--- config.mk ---
export PLATFORM = sky130hd
export DESIGN_NAME = transport_checksum_pseudo_header_core
export DESIGN_NICKNAME = d
export VERILOG_FILES = /design/src/design/tcpph_pkg.sv /design/src/design/tcpph_front.sv /design/src/design/tcpph_accum.sv /design/src/design/transport_checksum_pseudo_header_core.sv
export SDC_FILE = /design/constraint.sdc
export NUM_CORES = 1
export LEC_CHECK = 0
export ABC_CLOCK_PERIOD_IN_PS = 12900
export BUFFER_PORTS_ARGS = -buffer_cell sky130_fd_sc_hd__buf_2
export CORE_UTILIZATION = 59
export DETAILED_ROUTE_END_ITERATION = 6
export PLACE_DENSITY = 0.81
export SYNTH_ARGS = -nofsm -noshare
export SYNTH_HDL_FRONTEND = slang
export SYNTH_SLANG_ARGS = --single-unit
export TNS_END_PERCENT = 30
--- constraint.sdc ---
create_clock -name clk_i -period 12.9 [get_ports clk_i]
set_input_delay 0.645 -clock clk_i [delete_from_list [all_inputs] [get_ports clk_i]]
set_output_delay 0.645 -clock clk_i [all_outputs]
set_load 0.005 [all_outputs]
--- src/design/tcpph_pkg.sv ---
// ---------------------------------------------------------------------------
// tcpph_pkg
// Shared types, constants and one's-complement helpers of the checksum core.
// ---------------------------------------------------------------------------
`default_nettype none

package tcpph_pkg;

  localparam logic [15:0] SUM_ALL_ONES = 16'hFFFF;
  localparam logic [15:0] SUM_ZERO     = 16'h0000;

  typedef struct packed {
    logic [15:0] data_word;
    logic        first;
    logic        last;
    logic        half_word;
    logic        use_pseudo;
    logic [31:0] src_addr;
    logic [31:0] dst_addr;
    logic [7:0]  protocol;
    logic [15:0] seg_length;
  } item_t;

  typedef struct packed {
    logic        first;
    logic        last;
    logic [15:0] sum;
  } part_t;

  // One's-complement addition with end-around carry.
  function automatic logic [15:0] oc_add(input logic [15:0] a, input logic [15:0] b);
    logic [16:0] t;
    t = {1'b0, a} + {1'b0, b};
    return t[15:0] + {15'd0, t[16]};
  endfunction

  // Folds a sum of up to eight 16-bit terms down to 16 bits.
  function automatic logic [15:0] oc_fold19(input logic [18:0] x);
    logic [16:0] f;
    f = {1'b0, x[15:0]} + {14'd0, x[18:16]};
    return f[15:0] + {15'd0, f[16]};
  endfunction

endpackage

`default_nettype wire

--- src/design/tcpph_front.sv ---
// ---------------------------------------------------------------------------
// tcpph_front
// Input register and per-word term sum, including the optional pseudo header.
// ---------------------------------------------------------------------------
`default_nettype none

module tcpph_front (
  input  wire logic            clk_i,
  input  wire logic            rst_ni,
  input  wire logic            in_valid_i,
  output logic                 in_ready_o,
  input  wire tcpph_pkg::item_t in_item_i,
  output logic                 part_valid_o,
  input  wire logic            part_ready_i,
  output tcpph_pkg::part_t     part_o
);
  import tcpph_pkg::*;

  logic        in_valid_q;
  item_t       item_q;
  logic        part_valid_q;
  part_t       part_q;
  logic        adv_part;
  logic        adv_in;
  logic        pseudo_en;
  logic [15:0] word;
  logic [18:0] total;
  part_t       part_d;

  assign adv_part  = ~part_valid_q | part_ready_i;
  assign adv_in    = ~in_valid_q | adv_part;
  assign in_ready_o = adv_in;

  always_comb begin
    pseudo_en = item_q.first & item_q.use_pseudo;
    word      = item_q.half_word ? {item_q.data_word[15:8], 8'h00} : item_q.data_word;
    total     = {3'd0, word};
    if (pseudo_en) begin
      total = total
            + {3'd0, item_q.src_addr[31:16]} + {3'd0, item_q.src_addr[15:0]}
            + {3'd0, item_q.dst_addr[31:16]} + {3'd0, item_q.dst_addr[15:0]}
            + {11'd0, item_q.protocol} + {3'd0, item_q.seg_length};
    end
    part_d.first = item_q.first;
    part_d.last  = item_q.last;
    part_d.sum   = oc_fold19(total);
  end

  always_ff @(posedge clk_i or negedge rst_ni) begin
    if (!rst_ni) begin
      in_valid_q   <= 1'b0;
      part_valid_q <= 1'b0;
    end else begin
      if (adv_in) begin
        in_valid_q <= in_valid_i;
      end
      if (adv_part) begin
        part_valid_q <= in_valid_q;
      end
    end
  end

  always_ff @(posedge clk_i) begin
    if (adv_in && in_valid_i) begin
      item_q <= in_item_i;
    end
    if (adv_part && in_valid_q) begin
      part_q <= part_d;
    end
  end

  assign part_valid_o = part_valid_q;
  assign part_o       = part_q;

endmodule

`default_nettype wire

--- src/design/tcpph_accum.sv ---
// ---------------------------------------------------------------------------
// tcpph_accum
// Running one's-complement sum and the result register.
// ---------------------------------------------------------------------------
`default_nettype none

module tcpph_accum (
  input  wire logic             clk_i,
  input  wire logic             rst_ni,
  input  wire logic             part_valid_i,
  output logic                  part_ready_o,
  input  wire tcpph_pkg::part_t part_i,
  output logic                  out_valid_o,
  input  wire logic             out_ready_i,
  output logic [15:0]           checksum_value_o,
  output logic                  check_ok_o
);
  import tcpph_pkg::*;

  logic [15:0] running_sum_q;
  logic [15:0] running_sum_d;
  logic        out_valid_q;
  logic [15:0] checksum_q;
  logic        check_ok_q;
  logic        out_free;
  logic        take;

  assign out_free     = ~out_valid_q | out_ready_i;
  assign take         = part_valid_i & (~part_i.last | out_free);
  assign part_ready_o = ~part_valid_i | take;

  assign running_sum_d = part_i.first ? part_i.sum : oc_add(running_sum_q, part_i.sum);

  always_ff @(posedge clk_i or negedge rst_ni) begin
    if (!rst_ni) begin
      running_sum_q <= 16'd0;
      out_valid_q   <= 1'b0;
    end else begin
      if (take) begin
        running_sum_q <= running_sum_d;
      end
      if (take && part_i.last) begin
        out_valid_q <= 1'b1;
      end else if (out_ready_i) begin
        out_valid_q <= 1'b0;
      end
    end
  end

  always_ff @(posedge clk_i) begin
    if (take && part_i.last) begin
      checksum_q <= ~running_sum_d;
      check_ok_q <= (running_sum_d == SUM_ALL_ONES) || (running_sum_d == SUM_ZERO);
    end
  end

  assign out_valid_o      = out_valid_q;
  assign checksum_value_o = checksum_q;
  assign check_ok_o       = check_ok_q;

endmodule

`default_nettype wire

--- src/design/transport_checksum_pseudo_header_core.sv ---
// ---------------------------------------------------------------------------
// transport_checksum_pseudo_header_core
// Internet checksum over 16-bit words with an optional IPv4 pseudo header.
// ---------------------------------------------------------------------------
// Channel   Direction  Carries
// s_axis    in         one packet word per handshake, with first/half/pseudo flags
// m_axis    out        checksum and check flag, one word per last input word
//
// One word is accepted per cycle unless a stall on m_axis holds it back; a last
// word passes the input, term and result registers. The pseudo header is summed
// with the first word in the term stage, the running sum updated in the accumulate stage.
// Reset clears the running sum to zero and empties all stages.
// A stall on m_axis only blocks when a result word is waiting to leave.
// ---------------------------------------------------------------------------
`default_nettype none

module transport_checksum_pseudo_header_core (
  input  wire logic         clk_i,
  input  wire logic         rst_ni,
  input  wire logic         s_axis_tvalid_i,
  output logic              s_axis_tready_o,
  // data_word[15:0], src_addr[47:16], dst_addr[79:48], protocol[87:80],
  // seg_length[103:88]
  input  wire logic [103:0] s_axis_tdata_i,
  input  wire logic         s_axis_tlast_i,
  // first[0], half_word[1], use_pseudo[2]
  input  wire logic [2:0]   s_axis_tuser_i,
  output logic              m_axis_tvalid_o,
  input  wire logic         m_axis_tready_i,
  // checksum_value[15:0]
  output logic [15:0]       m_axis_tdata_o,
  // check_ok[0]
  output logic [0:0]        m_axis_tuser_o
);
  import tcpph_pkg::*;

  item_t in_item;
  logic  part_valid;
  logic  part_ready;
  part_t part;
  logic  check_ok;

  always_comb begin
    in_item.data_word  = s_axis_tdata_i[15:0];
    in_item.first      = s_axis_tuser_i[0];
    in_item.last       = s_axis_tlast_i;
    in_item.half_word  = s_axis_tuser_i[1];
    in_item.use_pseudo = s_axis_tuser_i[2];
    in_item.src_addr   = s_axis_tdata_i[47:16];
    in_item.dst_addr   = s_axis_tdata_i[79:48];
    in_item.protocol   = s_axis_tdata_i[87:80];
    in_item.seg_length = s_axis_tdata_i[103:88];
  end

  tcpph_front u_front (
    .clk_i        (clk_i),
    .rst_ni       (rst_ni),
    .in_valid_i   (s_axis_tvalid_i),
    .in_ready_o   (s_axis_tready_o),
    .in_item_i    (in_item),
    .part_valid_o (part_valid),
    .part_ready_i (part_ready),
    .part_o       (part)
  );

  tcpph_accum u_accum (
    .clk_i            (clk_i),
    .rst_ni           (rst_ni),
    .part_valid_i     (part_valid),
    .part_ready_o     (part_ready),
    .part_i           (part),
    .out_valid_o      (m_axis_tvalid_o),
    .out_ready_i      (m_axis_tready_i),
    .checksum_value_o (m_axis_tdata_o),
    .check_ok_o       (check_ok)
  );

  assign m_axis_tuser_o = check_ok;

endmodule

`default_nettype wire
Word-level counts from Yosys, hierarchy flattened
Cells that the tools add are included.
{"block": "word_totals", "regBits": 162, "latchBits": 0, "ram_bits": 0, "mem_bits_ro": 0, "inputBits": 112, "output_inout_bits": 19, "word_cells": 52, "memories": 0}
{"block": "classes", "n_addsub": 10, "mul": 0, "div": 0, "magnitude_cmp": 0, "eq_ne": 1, "shift": 0, "mux": 5, "bitwise_logic": 12, "n_reduce_logical": 6}
{"cell": "adder 19 x 16 -> 19 bit", "n": 4}
{"cell": "adder 16 x 16 -> 17 bit", "n": 2}
{"cell": "adder 16 x 1 -> 16 bit", "n": 2}
{"cell": "adder 19 x 8 -> 19 bit", "n": 1}
{"cell": "2-to-1 mux 19 bit", "n": 1}
{"cell": "adder 16 x 3 -> 17 bit", "n": 1}
{"cell": "equality test 16 bit, second input constant", "n": 1}
{"cell": "zero test 16 bit", "n": 1}
{"cell": "2-to-1 mux 16 bit", "n": 1}
{"cell": "inverter 16 bit", "n": 1}
{"cell": "2-to-1 mux 8 bit", "n": 1}
{"cell": "OR 1 bit", "n": 5}
{"cell": "inverter 1 bit", "n": 4}
{"cell": "logical AND 1 bit", "n": 3}
{"cell": "AND 1 bit", "n": 2}
{"cell": "2-to-1 mux 1 bit", "n": 2}
{"cell": "nonzero test 2 bit", "n": 1}
{"cell": "logical OR 1 bit", "n": 1}

Depth between registers and ports, before layout
{"block": "depth", "word_depth": 10, "ltp_mapped": 40}

Cells and area by module
From an unflattened synthesis, not the netlist that was laid out.
{"block": "unflattened", "cells_unflattened": 856, "hier_area_um2": 10262.3}
{"module": "tcpph_front", "n_inst": 1, "cells_each": 583, "area_per_inst_um2": 7632.3, "seq_area_each_um2": 3833.7}
{"module": "tcpph_accum", "n_inst": 1, "cells_each": 273, "area_per_inst_um2": 2630.0, "seq_area_each_um2": 935.9}

Worst setup path before layout
Ideal clock, no wire load.
{"block": "synth_path", "kind": "flip-flop to flip-flop", "from": "register u_front.item_q[89] (netlist name)", "to": "register u_front.part_q, in the netlist u_front.part_o[15], data pin", "setup_time_ns": 0.261, "arrival_ns": 9.038, "required_ns": 12.639, "setup_slack_ns": 3.600, "path_stages_with_launch": 38, "synth_period_minus_slack_ns": 9.300, "path_cell_list": "edfxtp_1 clkbuf_1 nor2b_1 ha_1 a21o_1 maj3_1 a31oi_1 a22oi_1 or4b_1 a41oi_1 nor2b_1 xnor2_1 fa_1 inv_1 fa_1 fa_1 inv_1 ha_1 [2 not listed] a21o_1 a21oi_1 o21bai_1 a21o_1 a211oi_1 nor2_1 ha_1 a21oi_1 nor3_1 and4_1 nand2_1 nor4_1 ha_1 nand3_1 a2111oi_0 o2111ai_1 a21oi_1 xnor2_1"}
{"element": "from (decl)", "line_no": "tcpph_front.sv:20", "rtl": "item_t item_q;"}
{"element": "from (signal assigned)", "line_no": "tcpph_front.sv:65", "rtl": "item_q <= in_item_i;"}
{"element": "to (signal assigned)", "line_no": "tcpph_front.sv:68", "rtl": "part_q <= part_d;"}
{"element": "to (decl)", "line_no": "tcpph_front.sv:22", "rtl": "part_t part_q;"}

==> qor.yml <==
number_of_antenna_repair_diodes: 0
hold_viol_final: 0
critPathKind: "flip-flop to flip-flop"
avgSynthCellArea_sq_um: 11.1
globalRoute.totalOverflow: 0
clock_power_share_pct: 16.9
fin_crit_ns: 10.53
critical-path-max-stage-delay_ns: 0.61
cts_hold_buffers: 0
post-synth-top-area-fraction_pct: 40.5
clock_slew_at_the_register_clock_pins_of_the_worst_setup_and_hold_paths_ns: 0.07
timing_worst_slew_pin_value_ns: 0.959
worst_slew_margin_relative_to_its_limit_pct: 35.9
finalSetupTns_ns: 0
floorplan.rows: 48
routabilityCongestion: 0.899
final.setup.worst_slack_ns: 2.37
crit_required_ns: 13.08
power.internal_mw: 1.59
synth.largest_area_cell: "sky130_fd_sc_hd__edfxtp_1"
finalNonFillerCells: 1320
cts_buffers: 17
unrepaired_setup_endpoints_after_global_routing: "false"
num-nets-final: 1312
utilization_pct: 69.0
finish.instance_area_sq_mm: 0.0120
post_cts.resized_instances: 0
post_synth_num_cell_types: 69
dieArea_sq_mm: 0.0185
viasPerCell: 5.68
combPwrFrac_pct: 56.9
synthToLayoutAreaGrowth_pct: 13.4
power_per_cell_area_mw_per_mm2: 233
ys_seq_elements: 162
io_buffers: 130
drt_pass1_iterations: 6
cts-htree-levels: 4
drive_gt1_share_pct: 16.9
reported_net_switching_power_mw: 1.21
synth-async-reset-ratio_pct: 11.7
grt_first_pass_wirelength_mm: 35.8
final_clock_period_utilization_by_the_worst_path_pct: 81.6
crit_path_top_delay_cell: "sky130_fd_sc_hd__or4b_1"
tritoncts_clock_tree: "built"
clk_path_buf_depth: 2
postCtsSetupRepairBufs: 0
post_synth_main_area_contributors: "sky130_fd_sc_hd__edfxtp_1, sky130_fd_sc_hd__fa_1, sky130_fd_sc_hd__ha_1"
timing.critical_path.from_type: "flip-flop"
route.antenna.remaining_nets: 0
crit_path_end_kind: "flip-flop"
sequentialPowerShare_pct: 26.2
peakVddDrop_v: 0.000158
core_area_sq_mm: 0.0174
yosysSeqAreaShare_pct: 45.0
synth_area_sq_mm: 0.0106
p_sw_share_pct: 43.2
drt_iter0_markers: 351
maxCapViolations: 0
synth_cells: 952
die_height_microns: 136
placedInstanceArea_sq_mm: 0.0115
dieWidth_microns: 136
critPathMaxFanout: 15
effective_utilization_at_floorplan_pct: 60.9
hpwlAfterDp_mm: 16.4
drc: 0
avgRoutedWirePerCell_microns: 16.2
via_count: 7496
setup_viol: 0
min-delay-path-class: "input pin to asynchronous set/reset pin"
antenna_found_initial: 0
clock_tree.root_cell: "sky130_fd_sc_hd__clkbuf_16"
cts.sink_count: 162
io_pins: 131
track_usage_pct: 25.2
worstSkewPairLatency_ns: 0.43
vias_in_the_first_global_route: 7542
synth.most_common_cell: "sky130_fd_sc_hd__edfxtp_1"
worst_clock_skew_ns: 0.00893
yosys_warning_total: 0
grt_max_degree: 80
post_synth_most_frequent_cells: "sky130_fd_sc_hd__edfxtp_1, sky130_fd_sc_hd__inv_1, sky130_fd_sc_hd__nand2_1"
postSynthNetCount: 1182
power_leakage_nw: 5.20
worstPathArrival_ns: 10.70
post-place-ws_ns: 2.51
ys_dominant_reg_cell: "sky130_fd_sc_hd__edfxtp_1"
wirelength_mm: 21.4
run_status: "completed"
report.final.slew_viol_count: 0
placed_cells_incl_taps: 1288
post_synth_edffs: 143
fmax_mhz: 95.0
final timing paths:
path / endpoint / slack, ns / from / depth (start not counted)
setup / recovery: u_front.part_o[15] / 2.37 / u_front.item_q[89] / 37
setup reg to reg: u_front.part_o[15] / 2.37 / u_front.item_q[89] / 37
max in group asynchronous: u_accum.running_sum_q[13] / 12.38 / rst_ni / 1
hold / removal: u_accum.running_sum_q[3] / 0.17 / rst_ni / 1
min in group clk_i: u_front.item_q[25] / 0.38 / s_axis_tdata_i[49] / 1
hold reg to reg: u_front.part_o[16] / 0.42 / u_front.item_q[90] / 0
critical path, delay by kind of cell, from the launching register on:
family                   cells  cell delay [ns]
AND/OR/NAND/NOR             10             2.83
flip-flops                   1             0.59
adder cells (fa/ha/maj)      9             3.24
buffers and inverters        2             0.11
XOR/XNOR                     3             0.30
AO/OA/AOI/OAI               13             3.18
logic make-up (layout without fill, tap and decap cells):
| logic type | after synthesis | in the layout | share of synthesized area (%) |
|---|---|---|---|
| simple gates | 262 | 262 | 13.0 |
| compound gates | 183 | 183 | 11.7 |
| flops | 162 | 162 | 45.0 |
| buf+inv | 145 | 288 | 5.14 |
| fa+ha+maj | 120 | 120 | 18.3 |
| xor+xnor | 65 | 65 | 5.37 |
| mux | 15 | 15 | 1.46 |
cell usage in the layout (no fill, tap or decap), drive strengths merged, types with 13 or more instances in the layout:
master  count
a21oi      38
o21ai      43
dfrtp      19
nand2b     13
fa         59
nor3       20
and2       13
nor2       43
clkbuf     17
ha         59
buf       132
edfxtp    143
nor2b      14
xnor2      44
nand3      18
a21o       16
nand2      70
inv       130
xor2       21
state kept, by name, summed over array words and instances (netlist names):
register / flops
u_front.in_valid_q: 1
u_front.part_o: 18
u_accum.out_valid_o: 1
u_front.item_q: 108
u_accum.running_sum_q: 16
u_front.part_valid_o: 1
u_accum.check_ok_o: 1
u_accum.checksum_value_o: 16
per-stage QoR:
| step | total power [mW] | hold slack, ns |
|---|---|---|
| final | 2.80 | 0.173 |
| after global routing | 3.04 | 0.202 |
| after CTS | 2.80 | 0.190 |
| after detailed placement | 2.32 | 0.406 |
| after global placement | 2.28 | 0.404 |
| after floorplan | 1.96 | 0.349 |
routing by layer:
| metal | global-route usage (%) | share of wire, % |
|---|---|---|
| met2 | 44.2 | 52 |
| met4 | 9.38 | 2.3 |
| met1 | 30.8 | 42 |
| met3 | 4.77 | 3.6 |
| met5 | 0 | 0 |
layout make-up:
| class | count | area [sq um] |
|---|---|---|
| clock inverters | 15 | 126 |
| flip-flops and latches | 162 | 4770 |
| multi-input cells | 645 | 5290 |
| well taps | 225 | 282 |
| inverters | 124 | 465 |
| clock buffers | 17 | 425 |
| repair buffers | 132 | 666 |
| fillers | 1270 | 5400 |
power groups by stage:
stage	combinational, mW	clock (mW)	sequential [mW]
after floorplan	1.23	0	0.729
after global placement	1.53	0	0.742
after detailed placement	1.57	0	0.745
after CTS	1.59	0.479	0.735
after global routing	1.80	0.495	0.745
final	1.59	0.474	0.734
Power figures use the tool's default switching activity.
